**config.mk**
```make
export PLATFORM = sky130hd
export DESIGN_NAME = ultrasonic_range_controller
export DESIGN_NICKNAME = d
export VERILOG_FILES = /design/src/rtl/urc_pkg.sv /design/src/rtl/ultrasonic_range_controller.sv
export SDC_FILE = /design/constraint.sdc
export NUM_CORES = 2
export LEC_CHECK = 0
export ABC_CLOCK_PERIOD_IN_PS = 10500
export BUFFER_PORTS_ARGS = -buffer_cell sky130_fd_sc_hd__buf_2
export CAP_MARGIN = 5
export CORE_MARGIN = 3
export CORE_UTILIZATION = 49
export DETAILED_ROUTE_END_ITERATION = 8
export MAX_ROUTING_LAYER = met4
export PLACE_DENSITY = 0.68
export SETUP_SLACK_MARGIN = 0.3
export SLEW_MARGIN = 20
export SYNTH_ARGS = -nofsm -noshare
export SYNTH_HDL_FRONTEND = slang
export SYNTH_SLANG_ARGS = --single-unit
export TNS_END_PERCENT = 1
```
**constraint.sdc**
```tcl
create_clock -name clk -period 10.5 [get_ports clk]
set_clock_uncertainty 0.15 [all_clocks]
set_input_delay 2.1 -clock clk [delete_from_list [all_inputs] [get_ports clk]]
set_output_delay 2.1 -clock clk [all_outputs]
set_load 0.1 [all_outputs]
```
**src/rtl/urc_pkg.sv**
```systemverilog
// Package for the ultrasonic range controller: widths, constants, codes and microcode.
package urc_pkg;

	// Field widths
	localparam int COUNTER_BITS_DEF = 16;
	localparam int TICKS_W          = 8;
	localparam int DIST_W           = 24;
	localparam int TEMP_W           = 8;
	localparam int HUM_W            = 7;
	localparam int FACTOR_W         = 22;
	localparam int REM_W            = 15;
	localparam int IDX_W            = 2;
	localparam int IN_DATA_W        = 24;
	localparam int OUT_DATA_W       = 32;

	// Speed of sound factor: 3313000 + 6060*T + 124*H, distance = width*factor/20000
	localparam int SOUND_BASE = 3313000;
	localparam int TEMP_COEF  = 6060;
	localparam int HUM_COEF   = 124;
	localparam int DIV_CONST  = 20000;

	// Division by 20000: shift right by 5, then multiply by the reciprocal of 625
	// and shift right by 41; exact for every product below the saturation limit
	localparam int              PRE_SHIFT   = 5;
	localparam int              RECIP_W     = 32;
	localparam int              RECIP_SHIFT = 41;
	localparam logic [RECIP_W-1:0] RECIP_625 = 32'd3518437209;

	localparam logic [DIST_W-1:0] DIST_MAX = {DIST_W{1'b1}};
	// Smallest product whose quotient no longer fits the distance field
	localparam logic [63:0] SAT_LIMIT = 64'(DIV_CONST) << DIST_W;

	// Reset values of the registers
	localparam logic [TICKS_W-1:0] TRIG_TICKS_RST = 8'd11;
	localparam logic [DIST_W-1:0]  MIN_DIST_RST   = 24'd20000;
	localparam logic [DIST_W-1:0]  MAX_DIST_RST   = 24'd4000000;

	// Register indexes
	typedef enum logic [IDX_W-1:0] {
		REG_TRIGGER_TICKS = 2'd0,
		REG_MIN_DISTANCE  = 2'd1,
		REG_MAX_DISTANCE  = 2'd2
	} reg_idx_t;

	// Measurement phase
	typedef enum logic [1:0] {
		PH_IDLE = 2'd0,
		PH_TRIG = 2'd1,
		PH_WAIT = 2'd2
	} phase_t;

	// Microcode
	localparam int STEP_W = 3;

	typedef enum logic [2:0] {
		OP_FETCH = 3'd0,
		OP_MUL   = 3'd1,
		OP_SAT   = 3'd2,
		OP_RLO   = 3'd3,
		OP_RHI   = 3'd4,
		OP_EMIT  = 3'd5
	} op_t;

	typedef enum logic [2:0] {
		C_NONE      = 3'd0,
		C_NO_ACCEPT = 3'd1,
		C_NO_DONE   = 3'd2,
		C_SAT       = 3'd3,
		C_OUT_FULL  = 3'd4
	} cond_t;

	typedef struct packed {
		op_t              op;
		cond_t            cond;
		logic [STEP_W-1:0] target;
		logic             last;
	} ctl_word_t;

	localparam logic [STEP_W-1:0] STEP_FETCH = 3'd0;
	localparam logic [STEP_W-1:0] STEP_MUL   = 3'd1;
	localparam logic [STEP_W-1:0] STEP_SAT   = 3'd2;
	localparam logic [STEP_W-1:0] STEP_RLO   = 3'd3;
	localparam logic [STEP_W-1:0] STEP_RHI   = 3'd4;
	localparam logic [STEP_W-1:0] STEP_EMIT  = 3'd5;

	// Program: jump to target when the condition holds, else fall through, or return to fetch after the last step
	function automatic ctl_word_t ucode_rom(input logic [STEP_W-1:0] step);
		ctl_word_t w;
		case (step)
			STEP_FETCH: w = '{op: OP_FETCH, cond: C_NO_ACCEPT, target: STEP_FETCH, last: 1'b0};
			STEP_MUL:   w = '{op: OP_MUL,   cond: C_NO_DONE,   target: STEP_EMIT,  last: 1'b0};
			STEP_SAT:   w = '{op: OP_SAT,   cond: C_SAT,       target: STEP_EMIT,  last: 1'b0};
			STEP_RLO:   w = '{op: OP_RLO,   cond: C_NONE,      target: STEP_RHI,   last: 1'b0};
			STEP_RHI:   w = '{op: OP_RHI,   cond: C_NONE,      target: STEP_EMIT,  last: 1'b0};
			STEP_EMIT:  w = '{op: OP_EMIT,  cond: C_OUT_FULL,  target: STEP_EMIT,  last: 1'b1};
			default:    w = '{op: OP_EMIT,  cond: C_NONE,      target: STEP_FETCH, last: 1'b1};
		endcase
		return w;
	endfunction

endpackage

```
**src/rtl/ultrasonic_range_controller.sv**
```systemverilog
// Ultrasonic range controller: trigger timing, echo width capture and distance sequencer.
//
// channel | dir | handshake                      | payload
// s_axis  | in  | s_axis_tvalid / s_axis_tready  | one microsecond tick
// m_axis  | out | m_axis_tvalid / m_axis_tready  | one status/result per tick
// cfg     | in  | cfg_valid / cfg_ready          | register index and data
//
// A tick with no distance runs fetch, multiply and emit; a tick that delivers a
// distance runs fetch, multiply, saturation check, two reciprocal multiply steps
// and emit, and skips the reciprocal steps if the distance saturates. The divide by
// 20000 is a shift and a 32-bit reciprocal multiply split into two 17x32 halves.
// Ticks are taken only in the fetch step. The emit step holds while the output
// register is full; a new tick is taken as soon as the result is registered.
// Reset is asynchronous and active low; the configuration port is always ready.
module ultrasonic_range_controller #(
	parameter int COUNTER_BITS = urc_pkg::COUNTER_BITS_DEF
) (
	input  logic                            clk,
	input  logic                            arst_n,
	// tdata: start_req[0], echo_level[1], temperature_c[9:2], humidity_pct[16:10], zeros
	input  logic                            s_axis_tvalid,
	output logic                            s_axis_tready,
	input  logic [urc_pkg::IN_DATA_W-1:0]   s_axis_tdata,
	// tdata: trigger_level[0], busy_res[1], done_res[2], distance_um[26:3],
	//        in_range[27], zeros
	output logic                            m_axis_tvalid,
	input  logic                            m_axis_tready,
	output logic [urc_pkg::OUT_DATA_W-1:0]  m_axis_tdata,
	input  logic                            cfg_valid,
	output logic                            cfg_ready,
	input  logic [urc_pkg::IDX_W-1:0]       cfg_index,
	input  logic [urc_pkg::DIST_W-1:0]      cfg_data
);

	localparam int PROD_W    = COUNTER_BITS + urc_pkg::FACTOR_W;
	localparam int SAT_W     = urc_pkg::REM_W + urc_pkg::DIST_W;
	localparam int CMP_W     = (PROD_W > SAT_W) ? PROD_W : SAT_W;
	localparam int X_W       = SAT_W - urc_pkg::PRE_SHIFT;
	localparam int LO_W      = X_W / 2;
	localparam int HI_W      = X_W - LO_W;
	localparam int LO_PROD_W = LO_W + urc_pkg::RECIP_W;
	localparam int SUM_W     = HI_W + urc_pkg::RECIP_W + 1;
	localparam int QSH       = urc_pkg::RECIP_SHIFT - LO_W;

	// Configuration
	logic [urc_pkg::TICKS_W-1:0] trig_ticks_q;
	logic [urc_pkg::DIST_W-1:0]  min_dist_q;
	logic [urc_pkg::DIST_W-1:0]  max_dist_q;

	// Tick state
	logic [COUNTER_BITS-1:0] free_cnt_q;
	logic [COUNTER_BITS-1:0] trig_start_q;
	logic [COUNTER_BITS-1:0] edge_cap_q;
	logic [COUNTER_BITS-1:0] width_q;
	urc_pkg::phase_t         phase_q;
	logic                    await_q;
	logic                    toggle_q;
	logic                    saved_q;
	logic                    echo_prev_q;
	logic [urc_pkg::DIST_W-1:0] last_dist_q;

	// Per-tick results
	logic trig_q;
	logic busy_q;
	logic done_q;

	// Arithmetic datapath
	logic [urc_pkg::FACTOR_W-1:0] factor_q;
	logic [PROD_W-1:0]            prod_q;
	logic [LO_PROD_W-1:0]         acc_q;

	// Sequencer and output register
	logic [urc_pkg::STEP_W-1:0]    pc_q;
	logic [urc_pkg::STEP_W-1:0]    pc_d;
	urc_pkg::ctl_word_t            ctl;
	logic                          jump;
	logic                          m_valid_q;
	logic [urc_pkg::OUT_DATA_W-1:0] out_data_q;

	// Input fields
	logic                            start_in;
	logic                            echo_in;
	logic signed [urc_pkg::TEMP_W-1:0] temp_in;
	logic [urc_pkg::HUM_W-1:0]       hum_in;
	logic                            in_acc;

	assign start_in = s_axis_tdata[0];
	assign echo_in  = s_axis_tdata[1];
	assign temp_in  = s_axis_tdata[9:2];
	assign hum_in   = s_axis_tdata[16:10];

	assign ctl           = urc_pkg::ucode_rom(pc_q);
	assign s_axis_tready = (ctl.op == urc_pkg::OP_FETCH);
	assign in_acc        = s_axis_tvalid && s_axis_tready;
	assign cfg_ready     = 1'b1;
	assign m_axis_tvalid = m_valid_q;
	assign m_axis_tdata  = out_data_q;

	// Echo edge capture
	logic                    edge_seen;
	logic [COUNTER_BITS-1:0] edge_cap_d;
	logic [COUNTER_BITS-1:0] width_d;
	logic                    toggle_d;
	logic                    await_d;

	always_comb begin
		edge_seen  = (echo_in != echo_prev_q);
		edge_cap_d = edge_cap_q;
		width_d    = width_q;
		toggle_d   = toggle_q;
		await_d    = await_q;
		if (edge_seen) begin
			if (!await_q) begin
				edge_cap_d = free_cnt_q;
			end else begin
				width_d  = free_cnt_q - edge_cap_q;
				toggle_d = ~toggle_q;
			end
			await_d = ~await_q;
		end
	end

	// Phase machine: start, trigger end and echo check fall through in one tick
	logic                    start_hit;
	logic [COUNTER_BITS-1:0] trig_start_d;
	logic                    saved_d;
	logic                    in_trig;
	logic                    trig_run;
	logic                    in_wait;
	logic                    finish;
	urc_pkg::phase_t         phase_d;

	always_comb begin
		start_hit    = (phase_q == urc_pkg::PH_IDLE) && start_in;
		trig_start_d = start_hit ? free_cnt_q : trig_start_q;
		saved_d      = start_hit ? toggle_d : saved_q;
		in_trig      = start_hit || (phase_q == urc_pkg::PH_TRIG);
		trig_run     = (free_cnt_q - trig_start_d) < COUNTER_BITS'(trig_ticks_q);
		in_wait      = (phase_q == urc_pkg::PH_WAIT) || (in_trig && !trig_run);
		finish       = in_wait && (toggle_d != saved_d);
		if (finish) begin
			phase_d = urc_pkg::PH_IDLE;
		end else if (in_wait) begin
			phase_d = urc_pkg::PH_WAIT;
		end else if (in_trig) begin
			phase_d = urc_pkg::PH_TRIG;
		end else begin
			phase_d = urc_pkg::PH_IDLE;
		end
	end

	// Tick outputs
	logic trig_d;
	logic busy_d;
	logic done_d;

	always_comb begin
		trig_d = in_trig && trig_run;
		busy_d = (phase_d != urc_pkg::PH_IDLE);
		done_d = finish;
	end

	// Sound speed factor from temperature and humidity
	logic [23:0] factor_full;

	always_comb begin
		factor_full = 24'(urc_pkg::SOUND_BASE)
			+ 24'(temp_in) * 24'(urc_pkg::TEMP_COEF)
			+ 24'(hum_in) * 24'(urc_pkg::HUM_COEF);
	end

	// Saturation check
	logic [CMP_W-1:0] prod_ext;
	logic             sat;

	always_comb begin
		prod_ext = CMP_W'(prod_q);
		sat      = prod_ext >= CMP_W'(urc_pkg::SAT_LIMIT);
	end

	// Reciprocal multiply: low half first, high half plus carried low part next
	logic [X_W-1:0]             x_val;
	logic [LO_PROD_W-1:0]       lo_prod;
	logic [SUM_W-1:0]           hi_sum;
	logic [urc_pkg::DIST_W-1:0] quo_val;

	always_comb begin
		x_val   = prod_ext[SAT_W-1:urc_pkg::PRE_SHIFT];
		lo_prod = LO_PROD_W'(x_val[LO_W-1:0]) * LO_PROD_W'(urc_pkg::RECIP_625);
		hi_sum  = SUM_W'(x_val[X_W-1:LO_W]) * SUM_W'(urc_pkg::RECIP_625)
			+ SUM_W'(acc_q >> LO_W);
		quo_val = hi_sum[QSH+urc_pkg::DIST_W-1:QSH];
	end

	// Sequencer condition and next step
	logic out_full;
	assign out_full = m_valid_q && !m_axis_tready;

	always_comb begin
		case (ctl.cond)
			urc_pkg::C_NONE:      jump = 1'b0;
			urc_pkg::C_NO_ACCEPT: jump = !in_acc;
			urc_pkg::C_NO_DONE:   jump = !done_q;
			urc_pkg::C_SAT:       jump = sat;
			urc_pkg::C_OUT_FULL:  jump = out_full;
			default:              jump = 1'b0;
		endcase
		if (jump) begin
			pc_d = ctl.target;
		end else if (ctl.last) begin
			pc_d = urc_pkg::STEP_FETCH;
		end else begin
			pc_d = pc_q + 1'b1;
		end
	end

	always_ff @(posedge clk or negedge arst_n) begin
		if (!arst_n) begin
			pc_q <= urc_pkg::STEP_FETCH;
		end else begin
			pc_q <= pc_d;
		end
	end

	// Configuration writes
	always_ff @(posedge clk or negedge arst_n) begin
		if (!arst_n) begin
			trig_ticks_q <= urc_pkg::TRIG_TICKS_RST;
			min_dist_q   <= urc_pkg::MIN_DIST_RST;
			max_dist_q   <= urc_pkg::MAX_DIST_RST;
		end else if (cfg_valid && cfg_ready) begin
			case (cfg_index)
				urc_pkg::REG_TRIGGER_TICKS: trig_ticks_q <= cfg_data[urc_pkg::TICKS_W-1:0];
				urc_pkg::REG_MIN_DISTANCE:  min_dist_q   <= cfg_data;
				urc_pkg::REG_MAX_DISTANCE:  max_dist_q   <= cfg_data;
				default: ;
			endcase
		end
	end

	// Tick state update on an accepted transaction
	always_ff @(posedge clk or negedge arst_n) begin
		if (!arst_n) begin
			free_cnt_q   <= '0;
			trig_start_q <= '0;
			edge_cap_q   <= '0;
			width_q      <= '0;
			phase_q      <= urc_pkg::PH_IDLE;
			await_q      <= 1'b0;
			toggle_q     <= 1'b0;
			saved_q      <= 1'b0;
			echo_prev_q  <= 1'b0;
			trig_q       <= 1'b0;
			busy_q       <= 1'b0;
			done_q       <= 1'b0;
		end else if (in_acc) begin
			free_cnt_q   <= free_cnt_q + 1'b1;
			trig_start_q <= trig_start_d;
			edge_cap_q   <= edge_cap_d;
			width_q      <= width_d;
			phase_q      <= phase_d;
			await_q      <= await_d;
			toggle_q     <= toggle_d;
			saved_q      <= saved_d;
			echo_prev_q  <= echo_in;
			trig_q       <= trig_d;
			busy_q       <= busy_d;
			done_q       <= done_d;
		end
	end

	// Arithmetic registers: factor, product, low partial product
	always_ff @(posedge clk) begin
		case (ctl.op)
			urc_pkg::OP_FETCH: begin
				factor_q <= factor_full[urc_pkg::FACTOR_W-1:0];
			end
			urc_pkg::OP_MUL: begin
				prod_q <= PROD_W'(width_q) * PROD_W'(factor_q);
			end
			urc_pkg::OP_RLO: begin
				acc_q <= lo_prod;
			end
			default: ;
		endcase
	end

	// Last distance: saturated value or quotient
	always_ff @(posedge clk or negedge arst_n) begin
		if (!arst_n) begin
			last_dist_q <= '0;
		end else if (ctl.op == urc_pkg::OP_SAT && sat) begin
			last_dist_q <= urc_pkg::DIST_MAX;
		end else if (ctl.op == urc_pkg::OP_RHI) begin
			last_dist_q <= quo_val;
		end
	end

	// Output register
	logic out_load;
	logic in_rng;
	assign out_load = (ctl.op == urc_pkg::OP_EMIT) && !out_full;
	assign in_rng   = (last_dist_q >= min_dist_q) && (last_dist_q <= max_dist_q);

	always_ff @(posedge clk or negedge arst_n) begin
		if (!arst_n) begin
			m_valid_q <= 1'b0;
		end else if (out_load) begin
			m_valid_q <= 1'b1;
		end else if (m_axis_tready) begin
			m_valid_q <= 1'b0;
		end
	end

	always_ff @(posedge clk) begin
		if (out_load) begin
			out_data_q <= {4'b0, in_rng, last_dist_q, done_q, busy_q, trig_q};
		end
	end

`ifndef SYNTH
	// A tick is taken only once per program pass
	a_one_tick: assert property (@(posedge clk) disable iff (!arst_n)
		in_acc |=> !s_axis_tready)
		else $error("tick accepted twice in one pass");

	// Reciprocal steps run only on products below the saturation limit
	a_recip_range: assert property (@(posedge clk) disable iff (!arst_n)
		(ctl.op == urc_pkg::OP_RLO) |-> !sat)
		else $error("reciprocal step on a saturating product");

	// A delivered distance ends the measurement
	a_done_idle: assert property (@(posedge clk) disable iff (!arst_n)
		(m_valid_q && out_data_q[2]) |-> !out_data_q[1])
		else $error("done reported while still busy");

	// Trigger high only within a measurement
	a_trig_busy: assert property (@(posedge clk) disable iff (!arst_n)
		(m_valid_q && out_data_q[0]) |-> out_data_q[1])
		else $error("trigger high while idle");
`endif

endmodule
```
==> flow_summary.ini <==
[layout]
syn_to_final_growth_pct = 6.07
drive_gt1_frac = 0.0535
fill_cells = 8041
nNetsFinal = 6025

[yosys]
synth_seq_cells = 270
synth_common_cells = 1175 x inv_1, 731 x fa_1, 682 x ha_1, 350 x nand2_1, 142 x dfrtp_1
ys_seq_area_frac = 0.164
synth_edf_count = 113
synthesis.area_sq_mm = 0.0447
synth_warnings = 0
synth.area.top_cells = fa_1 33%, ha_1 19%, inv_1 9.9%
synth_top_area_frac = 0.327
yosys.area.top_type = fa_1
synth-main-ff-cell = dfrtp_1
syn_avg_cell_area_sq_um = 9.89
synthDistinctLibCells = 73
synth_cells = 4520
synth.most_common_cell = inv_1
async_flop_share = 0.581

[routing]
antenna_left = 0
post_drt_wl_per_cell_um = 16.6
vias = 29800
routed_wl_um = 95600
vias_per_cell = 5.17
drtIter0Drc = 1546
drcViolationCount = 0
drt_first_pass_iters = 5

[clock_network]
ctsHoldBuffers = 0
cts.sinks = 270
clkLatencyLatePin_ps = 610
cts_tree = yes
clockRootBuffer = clkbuf_16
ctsResizeCount = 0
cts.clk_slew.worst_paths_ps = 70
cts_setup_buffers = 0
clockBufferDepth = 3
cts_buffers = 30
cts.htree.levels = 1

[sta]
maxSlewHeadroom = 0.342
period_share = 0.730
final.setup.tns_ps = 0
clock.fmax_mhz = 130
whs_ps = 317
rsz0062_at_grt = no
period_minus_slack_ps = 7670
setup_violations = 0
hold_viol = 0
finalMaxSlewViolations = 0
worst_slew_pin_slew_ps = 963

[global_routing]
grt_pass1_wl_um = 160000
grt_max_degree = 83
first_global_vias = 31400
antenna_found_initial = 0
grt_remaining_overflow = 0
grt_util_all_layers = 0.216

[hold_path]
min_to = m_axis_tdata[0]
worstHoldStart = trig_q
holdPathStages = 0
hold_path_class = reg2reg

[setup_path]
reg2reg_slack_ps = 2830
reg2reg_depth = 21
crit_path_start_kind = flop
criticalPathCategory = reg2reg
endpoint_kind = flop
r2r-end = last_dist_q[23]
crit_path_start = prod_q[34]
r2r-start = prod_q[34]
cp.arrival_ps = 8030
cp_max_fo = 7
cp_data_required_time_ps = 10860

[run]
drv_cap = 0

[placement]
dp_hpwl_um = 79500
numPortBuffers = 77
gp_congestion = 0.954

[floorplanning]
die_w_um = 308
die_h_um = 308
dieArea_sq_mm = 0.0949
start_util = 0.495
num_io_pins = 90
num_rows = 110
core_area_sq_mm = 0.0903

[outcome]
status = finished, final reports clean
[worst max-delay path: stages, from the launching register on]
cell	delay (ps)
edfxtp_1	680
ha_1	550
inv_1	180
fa_1	560
inv_1	50
fa_1	480
fa_1	530
fa_1	540
inv_1	50
fa_1	520
inv_1	40
ha_1	310
a21oi_1	180
o21ai_0	180
or2_2	370
a2111oi_4	520
nor4_1	210
o211ai_1	330
nand3_1	230
a31o_2	320
or4_1	460
nand3_1	80
[metal layers]
| metal | vias up | part of all wire | track usage |
|---|---|---|---|
| met2 | 689 | 0.47 | 0.349 |
| met3 | 134 | 0.062 | 0.0387 |
| li1 | 14200 | - | - |
| met4 | 0 | 0.024 | 0.0458 |
| met1 | 14800 | 0.44 | 0.286 |
| met5 | - | 0 | - |
[metrics by stage]
| stage | cell area [sq um] | cells | util | setup WS (ps) |
|---|---|---|---|---|
| finish | 47400 | 5758 | 0.525 | 2830 |
| global route | 47400 | 5757 | 0.525 | 2460 |
| CTS | 47400 | 5757 | 0.525 | 2830 |
| detailed placement | 46400 | 5701 | 0.514 | 2280 |
| global placement | 46400 | 5701 | 0.514 | 2350 |
| floorplan | 44700 | 4523 | - | 2980 |
[state kept, by name, summed over array words and instances (netlist names), 2 cells and up]
signal / cells
trig_start_q: 16
acc_q: 32
edge_cap_q: 16
min_dist_q: 24
width_q: 16
max_dist_q: 24
last_dist_q: 24
prod_q: 33
trig_ticks_q: 8
factor_q: 20
phase_q: 2
free_cnt_q: 16
pc_q: 3
m_axis_tdata: 28
[cell families (layout without fill, tap and decap cells)]
family	count (synthesis)	in the layout	synth area share
fa+ha+maj	1413	1413	0.518
buf+inv	1264	1322	0.107
simple gates	831	831	0.0895
compound gates	502	502	0.0716
flops	270	270	0.164
xor+xnor	170	170	0.0333
mux	68	68	0.0167
other cells	2	6	0.000168
[placed cells by master, fill, tap and decap left out, drive strengths merged, types with 26 or more instances in the layout]
| cell | Yosys | routed |
|---|---|---|
| a21o | 67 | 67 |
| a21oi | 138 | 138 |
| and2 | 142 | 142 |
| and3 | 26 | 26 |
| buf | 5 | 91 |
| clkbuf | 84 | 34 |
| dfrtp | 142 | 142 |
| edfxtp | 113 | 113 |
| fa | 731 | 731 |
| ha | 682 | 682 |
| inv | 1175 | 1178 |
| mux2 | 53 | 53 |
| nand2 | 350 | 350 |
| nand3 | 48 | 48 |
| nor2 | 113 | 113 |
| nor2b | 28 | 28 |
| nor3 | 30 | 30 |
| o21a | 29 | 29 |
| o21ai | 125 | 125 |
| xnor2 | 113 | 113 |
| xor2 | 57 | 57 |
[layout make-up]
type | count | area [sq um] | area share
multi-input combinational | 2989 | 32600 | 0.688
sequential | 270 | 7340 | 0.155
inverter | 1175 | 4410 | 0.0930
tap | 1176 | 1470 | 0.0310
clock buffer | 34 | 807 | 0.0170
timing repair buffer | 91 | 497 | 0.0105
clock inverter | 22 | 256 | 0.00541
antenna | 1 | 2.50 | 0.0000528
[worst max-delay path by stage]
stage / cells past startpoint / endpoint
finish: 21 / last_dist_q[23]
global route: 21 / last_dist_q[23]
CTS: 21 / last_dist_q[23]
detailed placement: 21 / factor_q[21]
global placement: 21 / factor_q[21]
floorplan: 21 / factor_q[21]
Power is left out: the tool's default activity adds up to more than one toggle a clock period on the data nets, which glitch-free logic cannot reach.
